===== config.mk =====
export PLATFORM = sky130hd
export DESIGN_NAME = mqtt_packet_stream_parser_flat
export DESIGN_NICKNAME = d
export VERILOG_FILES = /design/src/design/mpsp_pkg.sv /design/src/design/mpsp_byte_if.sv /design/src/design/mpsp_result_if.sv /design/src/design/mpsp_step.sv /design/src/design/mqtt_packet_stream_parser.sv /design/src/flat_wrapper.sv
export VERILOG_INCLUDE_DIRS = /design/src /design/src/design
export SDC_FILE = /design/constraint.sdc
export NUM_CORES = 1
export LEC_CHECK = 0
export CAP_MARGIN = 20
export CELL_PAD_IN_SITES_DETAIL_PLACEMENT = 2
export CELL_PAD_IN_SITES_GLOBAL_PLACEMENT = 2
export CORE_AREA = 2 2 139 168
export CTS_BUF_LIST = sky130_fd_sc_hd__clkbuf_16
export DETAILED_ROUTE_END_ITERATION = 8
export DIE_AREA = 0 0 141 170
export DONT_BUFFER_PORTS = 1
export GPL_ROUTABILITY_DRIVEN = 0
export HOLD_SLACK_MARGIN = 0.12
export PLACE_DENSITY = 0.91
export SYNTH_ARGS = -nofsm -noshare
export SYNTH_HDL_FRONTEND = slang
export SYNTH_SLANG_ARGS = --single-unit
export TNS_END_PERCENT = 5

===== constraint.sdc =====
create_clock -name clk -period 11.2 [get_ports clk]
set_input_delay 0.56 -clock clk [delete_from_list [all_inputs] [get_ports clk]]
set_output_delay 0.56 -clock clk [all_outputs]
set_load 0.005 [all_outputs]

===== src/design/mqtt_packet_stream_parser_assert.svh =====
// assertion macros shared by the mqtt packet stream parser rtl
// needs a clk and rst signal in the scope of each use
`ifndef MQTT_PACKET_STREAM_PARSER_ASSERT_SVH
`define MQTT_PACKET_STREAM_PARSER_ASSERT_SVH

// condition must hold in the same cycle as the trigger
`define MPSP_ASSERT_NOW(lbl, trig, cond, msg) \
  lbl: assert property (@(posedge clk) disable iff (rst) (trig) |-> (cond)) else $error(msg);

// condition must hold in the cycle after the trigger
`define MPSP_ASSERT_NEXT(lbl, trig, cond, msg) \
  lbl: assert property (@(posedge clk) disable iff (rst) (trig) |=> (cond)) else $error(msg);

`endif


===== src/design/mpsp_pkg.sv =====
// types and codes for the mqtt packet stream parser
// no dependencies
package mpsp_pkg;

  typedef enum logic [3:0] {
    PH_TYPE,
    PH_LEN,
    PH_TLHI,
    PH_TLLO,
    PH_TOPIC,
    PH_PKTID,
    PH_PAYLOAD,
    PH_SKIP,
    PH_HALT
  } phase_t;

  localparam logic [2:0] CLASS_HEADER  = 3'd0;
  localparam logic [2:0] CLASS_TOPIC   = 3'd1;
  localparam logic [2:0] CLASS_PKTID   = 3'd2;
  localparam logic [2:0] CLASS_PAYLOAD = 3'd3;
  localparam logic [2:0] CLASS_IGNORED = 3'd4;

  localparam logic [1:0] ERR_NONE       = 2'd0;
  localparam logic [1:0] ERR_TOO_LARGE  = 2'd1;
  localparam logic [1:0] ERR_BAD_LENGTH = 2'd2;

  localparam logic [3:0] TYPE_PUBLISH = 4'd3;

  localparam int LEN_W = 28;
  localparam logic [LEN_W-1:0] MAX_LEN_RESET = 28'h010_0000;

  typedef struct packed {
    phase_t           phase;
    logic [3:0]       ctype;
    logic [1:0]       qos;
    logic [LEN_W-1:0] accum;
    logic [2:0]       count;
    logic [LEN_W-1:0] body_left;
    logic [15:0]      topic_left;
    logic [1:0]       err;
  } parse_state_t;

  typedef struct packed {
    logic [2:0] byte_class;
    logic [7:0] data_byte;
    logic [3:0] packet_type;
    logic [1:0] qos_level;
    logic       packet_end;
    logic [1:0] error_status;
  } result_t;

endpackage


===== src/design/mpsp_byte_if.sv =====
// valid/ready channel carrying one received stream byte
// no dependencies
interface mpsp_byte_if;
  logic       valid;
  logic       ready;
  logic [7:0] rx_byte;

  modport source(output valid, output rx_byte, input ready);
  modport sink(input valid, input rx_byte, output ready);
endinterface


===== src/design/mpsp_result_if.sv =====
// valid/ready channel carrying one classified byte
// no dependencies
interface mpsp_result_if;
  logic       valid;
  logic       ready;
  logic [2:0] byte_class;
  logic [7:0] data_byte;
  logic [3:0] packet_type;
  logic [1:0] qos_level;
  logic       packet_end;
  logic [1:0] error_status;

  modport source(output valid, output byte_class, output data_byte, output packet_type,
                 output qos_level, output packet_end, output error_status, input ready);
  modport sink(input valid, input byte_class, input data_byte, input packet_type,
               input qos_level, input packet_end, input error_status, output ready);
endinterface


===== src/design/mpsp_step.sv =====
// per-byte parse step: next parser state and the classification of one byte
// depends on mpsp_pkg
module mpsp_step (
  input  mpsp_pkg::parse_state_t        st,
  input  logic [7:0]                    rx_byte,
  input  logic [mpsp_pkg::LEN_W-1:0]    max_len,
  output mpsp_pkg::parse_state_t        st_next,
  output mpsp_pkg::result_t             res
);

  logic [mpsp_pkg::LEN_W-1:0] len_shifted;
  logic [mpsp_pkg::LEN_W-1:0] accum_new;
  logic [2:0]                 count_new;
  logic                       len_more;
  logic                       len_too_big;
  logic [mpsp_pkg::LEN_W-1:0] body_dec;
  logic                       body_last;
  logic [15:0]                topic_full;
  logic [16:0]                topic_need;
  logic                       topic_misfit;
  logic [15:0]                topic_dec;
  logic                       topic_last;
  logic                       is_publish;
  logic [2:0]                 cls;
  logic                       pkt_end;

  // 7 bits per length byte, low group first
  always_comb begin
    case (st.count[1:0])
      2'd0:    len_shifted = {21'd0, rx_byte[6:0]};
      2'd1:    len_shifted = {14'd0, rx_byte[6:0], 7'd0};
      2'd2:    len_shifted = {7'd0, rx_byte[6:0], 14'd0};
      default: len_shifted = {rx_byte[6:0], 21'd0};
    endcase
  end

  assign accum_new    = st.accum | len_shifted;
  assign count_new    = st.count + 3'd1;
  assign len_more     = rx_byte[7];
  assign len_too_big  = !len_more && (accum_new > max_len);
  assign body_dec     = (st.body_left != '0) ? st.body_left - 28'd1 : st.body_left;
  assign body_last    = (body_dec == '0);
  assign topic_full   = {st.topic_left[15:8], rx_byte};
  assign topic_need   = {1'b0, topic_full} + ((st.qos != 2'd0) ? 17'd2 : 17'd0);
  assign topic_misfit = {11'd0, topic_need} > body_dec;
  assign topic_dec    = (st.topic_left != '0) ? st.topic_left - 16'd1 : st.topic_left;
  assign topic_last   = (topic_dec == '0);
  assign is_publish   = (st.ctype == mpsp_pkg::TYPE_PUBLISH);

  // next state
  always_comb begin
    st_next = st;
    case (st.phase)
      mpsp_pkg::PH_HALT: begin
      end
      mpsp_pkg::PH_TYPE: begin
        st_next.ctype = rx_byte[7:4];
        st_next.qos   = (rx_byte[7:4] == mpsp_pkg::TYPE_PUBLISH) ? rx_byte[2:1] : 2'd0;
        st_next.accum = '0;
        st_next.count = '0;
        st_next.phase = mpsp_pkg::PH_LEN;
      end
      mpsp_pkg::PH_LEN: begin
        st_next.accum = accum_new;
        st_next.count = count_new;
        if (len_more) begin
          if (count_new >= 3'd4) begin
            st_next.err   = mpsp_pkg::ERR_BAD_LENGTH;
            st_next.phase = mpsp_pkg::PH_HALT;
          end
        end else if (len_too_big) begin
          st_next.err   = mpsp_pkg::ERR_TOO_LARGE;
          st_next.phase = mpsp_pkg::PH_HALT;
        end else begin
          st_next.body_left = accum_new;
          if (accum_new == '0) begin
            st_next.phase = mpsp_pkg::PH_TYPE;
          end else if (is_publish) begin
            st_next.phase = (accum_new < 28'd2) ? mpsp_pkg::PH_SKIP : mpsp_pkg::PH_TLHI;
          end else begin
            st_next.phase = mpsp_pkg::PH_SKIP;
          end
        end
      end
      default: begin
        st_next.body_left = body_dec;
        case (st.phase)
          mpsp_pkg::PH_TLHI: begin
            st_next.topic_left = {rx_byte, 8'd0};
            st_next.phase      = mpsp_pkg::PH_TLLO;
          end
          mpsp_pkg::PH_TLLO: begin
            st_next.topic_left = topic_full;
            if (topic_misfit) begin
              st_next.phase = mpsp_pkg::PH_SKIP;
            end else if (topic_full != '0) begin
              st_next.phase = mpsp_pkg::PH_TOPIC;
            end else if (st.qos != 2'd0) begin
              st_next.topic_left = 16'd2;
              st_next.phase      = mpsp_pkg::PH_PKTID;
            end else begin
              st_next.phase = mpsp_pkg::PH_PAYLOAD;
            end
          end
          mpsp_pkg::PH_TOPIC: begin
            st_next.topic_left = topic_dec;
            if (topic_last) begin
              if (st.qos != 2'd0) begin
                st_next.topic_left = 16'd2;
                st_next.phase      = mpsp_pkg::PH_PKTID;
              end else begin
                st_next.phase = mpsp_pkg::PH_PAYLOAD;
              end
            end
          end
          mpsp_pkg::PH_PKTID: begin
            st_next.topic_left = topic_dec;
            if (topic_last) begin
              st_next.phase = mpsp_pkg::PH_PAYLOAD;
            end
          end
          mpsp_pkg::PH_PAYLOAD: begin
          end
          default: begin
            st_next.phase = mpsp_pkg::PH_SKIP;
          end
        endcase
        if (body_last) begin
          st_next.phase = mpsp_pkg::PH_TYPE;
        end
      end
    endcase
  end

  // byte class and end of packet
  always_comb begin
    cls     = mpsp_pkg::CLASS_HEADER;
    pkt_end = 1'b0;
    case (st.phase)
      mpsp_pkg::PH_HALT: begin
        cls = mpsp_pkg::CLASS_IGNORED;
      end
      mpsp_pkg::PH_TYPE: begin
      end
      mpsp_pkg::PH_LEN: begin
        pkt_end = !len_more && !len_too_big && (accum_new == '0);
      end
      mpsp_pkg::PH_TLHI, mpsp_pkg::PH_TLLO: begin
        pkt_end = body_last;
      end
      mpsp_pkg::PH_TOPIC: begin
        cls     = mpsp_pkg::CLASS_TOPIC;
        pkt_end = body_last;
      end
      mpsp_pkg::PH_PKTID: begin
        cls     = mpsp_pkg::CLASS_PKTID;
        pkt_end = body_last;
      end
      mpsp_pkg::PH_PAYLOAD: begin
        cls     = mpsp_pkg::CLASS_PAYLOAD;
        pkt_end = body_last;
      end
      default: begin
        cls     = mpsp_pkg::CLASS_IGNORED;
        pkt_end = body_last;
      end
    endcase
  end

  assign res.byte_class   = cls;
  assign res.data_byte    = rx_byte;
  assign res.packet_type  = st_next.ctype;
  assign res.qos_level    = st_next.qos;
  assign res.packet_end   = pkt_end;
  assign res.error_status = st_next.err;

endmodule


===== src/design/mqtt_packet_stream_parser.sv =====
// top level of the mqtt 3.1.1 server packet stream parser
// depends on mpsp_pkg, mpsp_byte_if, mpsp_result_if, mpsp_step and the assertion header
//
// usage
//   rx: one received broker byte per transaction (valid/ready, rx_byte)
//   parsed: one result transaction per input byte, same order: byte class
//     (header/length, topic, packet id, payload, ignored), the byte itself,
//     packet type, publish qos, last-byte-of-packet flag and error status
//   cfg_wr_en/cfg_wr_data: write max_remaining_length, only while idle
// path: a byte taken from rx passes the input register, then the result register
//   (two registers; the parse step sits between them)
// throughput: one byte per cycle while parsed is not held
// stall: when parsed is held, the result register keeps its transaction and
//   the input register takes one more byte; rx then deasserts ready
// reset (rst, synchronous): parser back to waiting for a type byte, errors
//   cleared, both registers empty, limit back to 1048576
// errors: a length over the limit, or a fourth length byte that still has its
//   continuation bit set, is sticky; every later byte is classed ignored until reset
`include "mqtt_packet_stream_parser_assert.svh"

module mqtt_packet_stream_parser (
  input  logic                         clk,
  input  logic                         rst,
  input  logic                         cfg_wr_en,
  input  logic [mpsp_pkg::LEN_W-1:0]   cfg_wr_data,
  mpsp_byte_if.sink                    rx,
  mpsp_result_if.source                parsed
);

  // configured length limit
  logic [mpsp_pkg::LEN_W-1:0] max_len;

  // input register
  logic       in_valid;
  logic [7:0] in_byte;

  // parser state
  mpsp_pkg::parse_state_t st;
  mpsp_pkg::parse_state_t st_next;

  // result register
  logic              out_valid;
  mpsp_pkg::result_t out_res;
  mpsp_pkg::result_t step_res;

  logic advance;

  // terms used by the checks
  logic err_set;
  logic halted;
  logic out_err;

  // input register moves on when the result register is free or being drained
  assign advance  = in_valid && (!out_valid || parsed.ready);
  assign rx.ready = !in_valid || advance;

  always_ff @(posedge clk) begin
    if (rst) begin
      max_len <= mpsp_pkg::MAX_LEN_RESET;
    end else if (cfg_wr_en) begin
      max_len <= cfg_wr_data;
    end
  end

  always_ff @(posedge clk) begin
    if (rst) begin
      in_valid <= 1'b0;
    end else if (rx.valid && rx.ready) begin
      in_valid <= 1'b1;
    end else if (advance) begin
      in_valid <= 1'b0;
    end
  end

  always_ff @(posedge clk) begin
    if (rx.valid && rx.ready) begin
      in_byte <= rx.rx_byte;
    end
  end

  mpsp_step u_step (
    .st      (st),
    .rx_byte (in_byte),
    .max_len (max_len),
    .st_next (st_next),
    .res     (step_res)
  );

  // state only moves when a byte is handed to the result register
  always_ff @(posedge clk) begin
    if (rst) begin
      st.phase      <= mpsp_pkg::PH_TYPE;
      st.ctype      <= '0;
      st.qos        <= '0;
      st.accum      <= '0;
      st.count      <= '0;
      st.body_left  <= '0;
      st.topic_left <= '0;
      st.err        <= mpsp_pkg::ERR_NONE;
    end else if (advance) begin
      st <= st_next;
    end
  end

  always_ff @(posedge clk) begin
    if (rst) begin
      out_valid <= 1'b0;
    end else if (advance) begin
      out_valid <= 1'b1;
    end else if (parsed.ready) begin
      out_valid <= 1'b0;
    end
  end

  always_ff @(posedge clk) begin
    if (advance) begin
      out_res <= step_res;
    end
  end

  assign parsed.valid        = out_valid;
  assign parsed.byte_class   = out_res.byte_class;
  assign parsed.data_byte    = out_res.data_byte;
  assign parsed.packet_type  = out_res.packet_type;
  assign parsed.qos_level    = out_res.qos_level;
  assign parsed.packet_end   = out_res.packet_end;
  assign parsed.error_status = out_res.error_status;

  // checks
  assign err_set = (st.err != mpsp_pkg::ERR_NONE);
  assign halted  = (st.phase == mpsp_pkg::PH_HALT);
  assign out_err = (out_res.error_status != mpsp_pkg::ERR_NONE);

  `MPSP_ASSERT_NEXT(a_err_sticky, err_set, st.err == $past(st.err), "error cleared")
  `MPSP_ASSERT_NOW(a_halt_err, 1'b1, halted == err_set, "halt phase and error disagree")
  `MPSP_ASSERT_NOW(a_err_no_end, out_valid && out_err, !out_res.packet_end, "end after error")
  `MPSP_ASSERT_NOW(a_len_count, st.phase == mpsp_pkg::PH_LEN, st.count <= 3'd3, "length too long")

endmodule

===== src/flat_wrapper.sv =====
// flat-port wrapper written by rule: the top's interface ports become plain ports
module mqtt_packet_stream_parser_flat 
  (clk, rst, cfg_wr_en, cfg_wr_data, rx_valid, rx_rx_byte, rx_ready, parsed_valid, parsed_byte_class, parsed_data_byte, parsed_packet_type, parsed_qos_level, parsed_packet_end, parsed_error_status, parsed_ready);
  mpsp_byte_if rx_i ();
  mpsp_result_if parsed_i ();
  input  logic clk;
  input  logic rst;
  input  logic cfg_wr_en;
  input  logic [mpsp_pkg::LEN_W-1:0] cfg_wr_data;
  input wire logic [$bits(rx_i.valid)-1:0] rx_valid;
  input wire logic [$bits(rx_i.rx_byte)-1:0] rx_rx_byte;
  output wire logic [$bits(rx_i.ready)-1:0] rx_ready;
  output wire logic [$bits(parsed_i.valid)-1:0] parsed_valid;
  output wire logic [$bits(parsed_i.byte_class)-1:0] parsed_byte_class;
  output wire logic [$bits(parsed_i.data_byte)-1:0] parsed_data_byte;
  output wire logic [$bits(parsed_i.packet_type)-1:0] parsed_packet_type;
  output wire logic [$bits(parsed_i.qos_level)-1:0] parsed_qos_level;
  output wire logic [$bits(parsed_i.packet_end)-1:0] parsed_packet_end;
  output wire logic [$bits(parsed_i.error_status)-1:0] parsed_error_status;
  input wire logic [$bits(parsed_i.ready)-1:0] parsed_ready;
  assign rx_i.valid = rx_valid;
  assign rx_i.rx_byte = rx_rx_byte;
  assign rx_ready = rx_i.ready;
  assign parsed_valid = parsed_i.valid;
  assign parsed_byte_class = parsed_i.byte_class;
  assign parsed_data_byte = parsed_i.data_byte;
  assign parsed_packet_type = parsed_i.packet_type;
  assign parsed_qos_level = parsed_i.qos_level;
  assign parsed_packet_end = parsed_i.packet_end;
  assign parsed_error_status = parsed_i.error_status;
  assign parsed_i.ready = parsed_ready;
  mqtt_packet_stream_parser u_core (.clk(clk), .rst(rst), .cfg_wr_en(cfg_wr_en), .cfg_wr_data(cfg_wr_data), .rx(rx_i), .parsed(parsed_i));
endmodule

# ---- After elaboration in Yosys (flattened, before gate mapping)
# Cells that the tools add are included.
dict set report totals {
  ff_bits 145
}
dict set report op_classes {
  bitwise 4
  mux 40
  magnitude_cmp 4
  reduce_logical 32
  addsub 4
  eq_ne 20
}
# operator n
set op_table {}
lappend op_table {{16-bit two-way mux} 6}
lappend op_table {{28-bit two-way mux} 3}
lappend op_table {{28-bit one-hot mux with 3 select lines} 1}
lappend op_table {{16-bit one-hot mux with 4 select lines} 1}
lappend op_table {{31-bit one-hot mux with 2 select lines} 1}
lappend op_table {{28-bit logical NOT} 2}
lappend op_table {{28-bit one-hot mux with 2 select lines} 1}
lappend op_table {{16-bit nonzero test} 2}
lappend op_table {{17-bit by 28-bit greater-than comparator with 1-bit output} 1}
lappend op_table {{28-bit greater-than comparator} 1}
lappend op_table {{28-bit by 2-bit < comparator with 1-bit output (second input constant)} 1}
lappend op_table {{4-bit two-way mux} 7}
lappend op_table {{28-bit OR} 1}
lappend op_table {{28-bit nonzero test} 1}
lappend op_table {{28-bit by 1-bit subtractor with 28-bit output (second input constant)} 1}
lappend op_table {{4-bit one-hot mux with 5 select lines} 1}
lappend op_table {{2-bit two-way mux} 9}
lappend op_table {{16-bit by 2-bit adder with 17-bit output} 1}
lappend op_table {{4-bit by 2-bit == test with 1-bit output (second input constant)} 4}
lappend op_table {{16-bit logical NOT} 1}
lappend op_table {{16-bit by 1-bit subtractor with 16-bit output (second input constant)} 1}
lappend op_table {{4-bit by 3-bit == test with 1-bit output (second input constant)} 3}
lappend op_table {{3-bit one-hot mux with 4 select lines} 1}
lappend op_table {{4-bit one-hot mux with 3 select lines} 1}
lappend op_table {{other kinds (29)} 52}

# ---- Depth between registers and ports, before layout
dict set report logic_depth {
  depth_word 10
  mapped_depth 18
}

# ---- Cells and area by module
# Synthesis repeated with hierarchy kept, for this count alone.
dict set report unflattened {
  hier_cells 1328
  area_unflattened_um2 11029.3
}
# mod seq_area_each_um2 n_inst cells_per_inst area_per_inst_um2
set by_module_without_submodules {}
lappend by_module_without_submodules {mqtt_packet_stream_parser 3183.1 1 505 5779.3}
lappend by_module_without_submodules {mpsp_step 0.0 1 823 5250.0}

# ---- Least setup slack after synthesis
# No wires, ideal clock.
dict set report synth_timing {
  path_kind {reg2reg}
  startpoint {register u_core.st[21] (netlist name)}
  endpoint {register u_core.st[5] (netlist name)}
  arrival_ns 4.002
  synth_period_minus_slack_ns 4.062
  path_stages_with_launch 16
  path_slack_ns 7.138
  path_cell_list {dfxtp_1 > buf_6 > or4_4 > buf_6 > nor3_1 > o21ai_0 > or3_1 > xor2_1 > ha_1 > nand4_1 > a211oi_1 > nor4b_1 > a211oi_1 > nand4_2 > a311oi_4 > a221o_1}
}
dict set report synth_via {
  elab_chain_len 5
  word_cells_on_any_way 6
  classes_between {add/sub: 1; order compare: 1; mux: 3; reduce/logical: 1}
}
# element line_no
set synth_lines {}
lappend synth_lines {{28-bit by 1-bit subtractor with 28-bit output or 28-bit nonzero test (tied branches)} mpsp_step.sv:41} ;# assign body_dec = (st.body_left != '0) ? st.body_left - 28'd1 : st.body_left;
lappend synth_lines {{28-bit two-way mux *} mpsp_step.sv:41}
lappend synth_lines {{17-bit by 28-bit greater-than comparator with 1-bit output *} mpsp_step.sv:45} ;# assign topic_misfit = {11'd0, topic_need} > body_dec;
lappend synth_lines {{16-bit two-way mux *} mpsp_step.sv:94} ;# if (topic_misfit) begin
lappend synth_lines {{16-bit one-hot mux with 4 select lines *} mpsp_step.sv:87} ;# case (st.phase)
# Mark *: on every way between the ends. The rest lies on a longest branch, timed or not. The select of a mux whose other input is x is not followed.
# A chain may end at the register's enable or synchronous reset.

# ---- Worst setup path in the final report
dict set report layout_timing {
  startpoint {register u_core.st[26] (netlist name)}
  endpoint {register u_core.st[15] (netlist name)}
}
dict set report layout_via {
  elab_chain_len 5
  word_cells_on_any_way 6
  classes_between {add/sub: 1; order compare: 1; eq/ne: 1; mux: 1; reduce/logical: 2}
}
# element line_no
set layout_lines {}
lappend layout_lines {{28-bit by 1-bit subtractor with 28-bit output or 28-bit nonzero test (tied branches)} mpsp_step.sv:41}
lappend layout_lines {{28-bit two-way mux *} mpsp_step.sv:41}
lappend layout_lines {{17-bit by 28-bit greater-than comparator with 1-bit output *} mpsp_step.sv:45}
lappend layout_lines {{2-bit inequality test (no line) *} n/a}
lappend layout_lines {{6-bit AND reduction (no line) *} n/a}
# Mark *: on every way between the ends. The rest lies on a longest branch, timed or not.

==> flow_metrics.py <==
metrics = {
    "synth": {
        "yosysWarningCount": 0,
        "avg_cell_area_syn_um2": 8.23,
        "synth_flop_cell": "dfxtp_1",
        "synth_seq_area_share_pct": 34.6,
        "synth_area_um2": 9200,
        "synth_enable_flop_cells": 28,
        "postSynthRegisterBits": 145,
        "synth_cell_type_count": 74,
        "post_synth_inst_count": 1117,
        "async_flop_share_pct": 0,
        "synth_nets": 1214,
    },
    "timing": {
        "fin_crit_sh_pct": 53.2,
        "setup_repair_after_global_routing_missed_its_margin": "no",
        "max_slew_margin_pct": 21.9,
        "maximum_operating_frequency_mhz": 168,
        "totalNegativeSetupSlack_ps": 0,
        "holdWs_ps": 186,
        "slew_at_the_pin_closest_to_its_max_slew_limit_ps": 1140,
        "finalMaxSlewViolations": 0,
        "hold_viol_final": 0,
        "finClkSkew_ps": 11.6,
        "finalSetupViolations": 0,
        "final_period_minus_worst_setup_slack_ps": 5960,
    },
    "clock_tree": {
        "cts_sinks": 145,
        "clock_transition_at_the_registers_of_the_reported_paths_ps": 80,
        "clock_tree.buffer_depth": 2,
        "post_cts_resized": 0,
        "tritoncts": "built",
        "h-tree-depth": 4,
        "cts.root.buffer_cell": "clkbuf_16",
        "postCtsHoldBufs": 0,
        "cts_inserted_buffers": 17,
        "clkLatencyLatePin_ps": 470,
        "cts_post_setup_buffers_inserted": 0,
    },
    "routing": {
        "drc_errors": 0,
        "drt_first_pass_iters": 6,
        "antenna_left": 0,
        "post_drt_wl_per_cell_um": 31.8,
        "drt-total-wl_um": 43500,
        "detailedRoute.firstIterationViolations": 825,
        "detail_route.vias_per_cell": 6.93,
        "num_vias": 9473,
    },
    "worst_hold_path": {
        "timing.hold.worst_path_depth": 0,
        "hold-path-endpoint": "u_core.in_byte[3]",
        "timing.hold.worst.class": "input port to flip-flop",
        "worst_hold_startpoint": "rx_rx_byte[3]",
    },
    "die": {
        "core.rowCount": 60,
        "initial_core_util_pct": 41.3,
        "die_x_um": 141,
        "core-area_um2": 22300,
        "num_io_pins": 63,
        "die_area_um2": 24000,
        "chipHeight_um": 170,
    },
    "pwr": {
        "seq_power_share_pct": 24.3,
        "power.switching_fraction_pct": 48.7,
        "power_per_cell_area_nw_per_um2": 247,
        "internal_power_mw": 1.26,
        "vdd_drop_max_mv": 0.111,
        "switching_power_mw": 1.20,
        "pwr-share-comb_pct": 50.8,
        "leakage_nw": 4.10,
        "pwr-share-clk_pct": 24.9,
    },
    "run_status": {
        "outcome": "complete, no violations",
    },
    "finish": {
        "drive_gt1_share_pct": 7.18,
        "count_of_nets_after_finishing": 1170,
        "layoutNonFillerInstCount": 1366,
        "area_added_between_synthesis_and_finish_pct": 8.03,
        "layout.filler_cells": 2458,
        "multi_input_area_um2": 5510,
        "layout.area.seq_um2": 3180,
        "final_area_um2": 9940,
    },
    "worst_setup_path": {
        "critical_path.max_fanout": 15,
        "worst-endpoint-required_ps": 11550,
        "crit_arrival_ps": 6310,
        "crit_path_start_kind": "flip-flop",
        "r2r-start": "u_core.st[26]",
        "reg2reg_setup_slack_ps": 5240,
        "worstRegToRegCells": 14,
        "timing.setup.critical_path_class": "flip-flop to flip-flop",
        "worst_r2r_endpoint": "u_core.st[15]",
        "worstSetupEndpointType": "flip-flop",
    },
    "placed_design": {
        "hpwlAfterDp_um": 26500,
        "port_buffers": 0,
        "dpl_cell_area_um2": 9310,
        "dpl.cell_count": 1331,
    },
    "grt": {
        "grt_remaining_overflow": 0,
        "grt_start_max_net_pins": 108,
        "antenna_found_initial": 1,
        "number_of_global_route_vias_before_repair": 10600,
        "grt_first_pass_wirelength_um": 65100,
        "grt_use_total_pct": 36.2,
    },
    "run": {
        "cap_viol_max_count": 0,
    },
}
[synth_stat cells (28+ instances only)]
library cell / n / area (um^2)
o21ai_0: 45 / 225
nand4_1: 34 / 213
nand2_1: 100 / 375
mux2i_1: 41 / 410
nor3_1: 46 / 230
ha_1: 56 / 701
inv_1: 52 / 195
dfxtp_1: 117 / 2340
edfxtp_1: 28 / 841
clkbuf_1: 60 / 225
a21o_1: 41 / 308
a21oi_1: 78 / 390
nor2_1: 133 / 499
[placed cells by master (no fill, tap or decap), drive strengths merged, types with 41 or more instances in the layout]
cell type	count
nand2	100
o21ai	46
ha	56
nor3	48
dfxtp	117
mux2i	41
a21oi	79
a21o	41
inv	58
nor2	134
[worst max-delay path, cell delays in order, from the launching register on]
cell      delay [ps]
dfxtp_1          410
nor4_1           690
nand3_1          670
o31ai_2          920
xor2_1           320
ha_1             320
a21o_1           200
a21oi_1          210
o21ai_0          230
nor4b_1          520
a211oi_1         180
o22ai_1          630
nor2_4           150
a211oi_1         300
nor3_1            90
[power groups by stage]
stage               logic (mW)  registers (mW)  clock network [mW]
global route              1.30           0.599               0.630
detailed placement        1.10           0.605                   0
CTS                       1.20           0.595               0.610
floorplan                0.803           0.582                   0
global placement          1.00           0.601                   0
finish                    1.25           0.597               0.612
[layer usage]
metal | vias to the layer above | global-route usage, % | share of wire [%]
met5 | - | 0 | 0
met4 | 0 | 29.8 | 8.6
met3 | 260 | 7.03 | 5.3
met2 | 509 | 65.1 | 51
met1 | 4732 | 36.0 | 35
li1 | 3972 | - | -
[how the worst max path moves through the flow]
stage / cells past startpoint / endpoint / slack (ps) / start
after floorplan: 15 / u_core.st[5] / 7140 / u_core.st[21]
after global placement: 14 / u_core.st[4] / 6460 / u_core.st[21]
after detailed placement: 14 / u_core.st[15] / 6030 / u_core.st[26]
after CTS: 14 / u_core.st[15] / 5500 / u_core.st[26]
after global routing: 14 / u_core.st[15] / 4910 / u_core.st[26]
final: 14 / u_core.st[15] / 5240 / u_core.st[26]
[final cells by class]
cell class,instances,area share (%)
Clock inverter,15,1.85
Inverter,53,2.00
Tap cell,279,3.51
Clock buffer,17,4.28
Multi-Input combinational cell,845,55.5
Sequential cell,145,32.0
Antenna cell,1,0.0252
Timing Repair Buffer,11,0.806
[metrics by stage]
| step | util (%) | total power [mW] | worst slack (ps) |
|---|---|---|---|
| 4_1_cts | 44.5 | 2.41 | 5500 |
| 3_5_place_dp | 41.8 | 1.70 | 6030 |
| 5_1_grt | 44.6 | 2.53 | 4910 |
| 3_3_place_gp | 41.8 | 1.60 | 6460 |
| 6_report | 44.6 | 2.46 | 5240 |
| 2_1_floorplan | - | 1.39 | 7140 |
[cell families (layout without fill, tap and decap cells)]
| family | Yosys count | count (layout) | synth area share (%) |
|---|---|---|---|
| simple gates | 433 | 433 | 23.5 |
| buf+inv | 127 | 96 | 5.56 |
| mux | 47 | 47 | 5.20 |
| fa+ha+maj | 56 | 56 | 7.62 |
| compound gates | 272 | 272 | 19.9 |
| other cells | 0 | 1 | 0 |
| xor+xnor | 37 | 37 | 3.52 |
| flops | 145 | 145 | 34.6 |
[state kept, by name (all words and copies together), names as in the netlist]
signal and count:
u_core.in_valid 1, u_core.parsed.byte_class 3, u_core.parsed.error_status 2, u_core.parsed.valid 1
u_core.max_len 28, u_core.parsed.packet_end 1, u_core.parsed.qos_level 2, u_core.parsed.data_byte 8
u_core.in_byte 8, u_core.parsed.packet_type 4, u_core.st 87
Power figures use the tool's default switching activity.
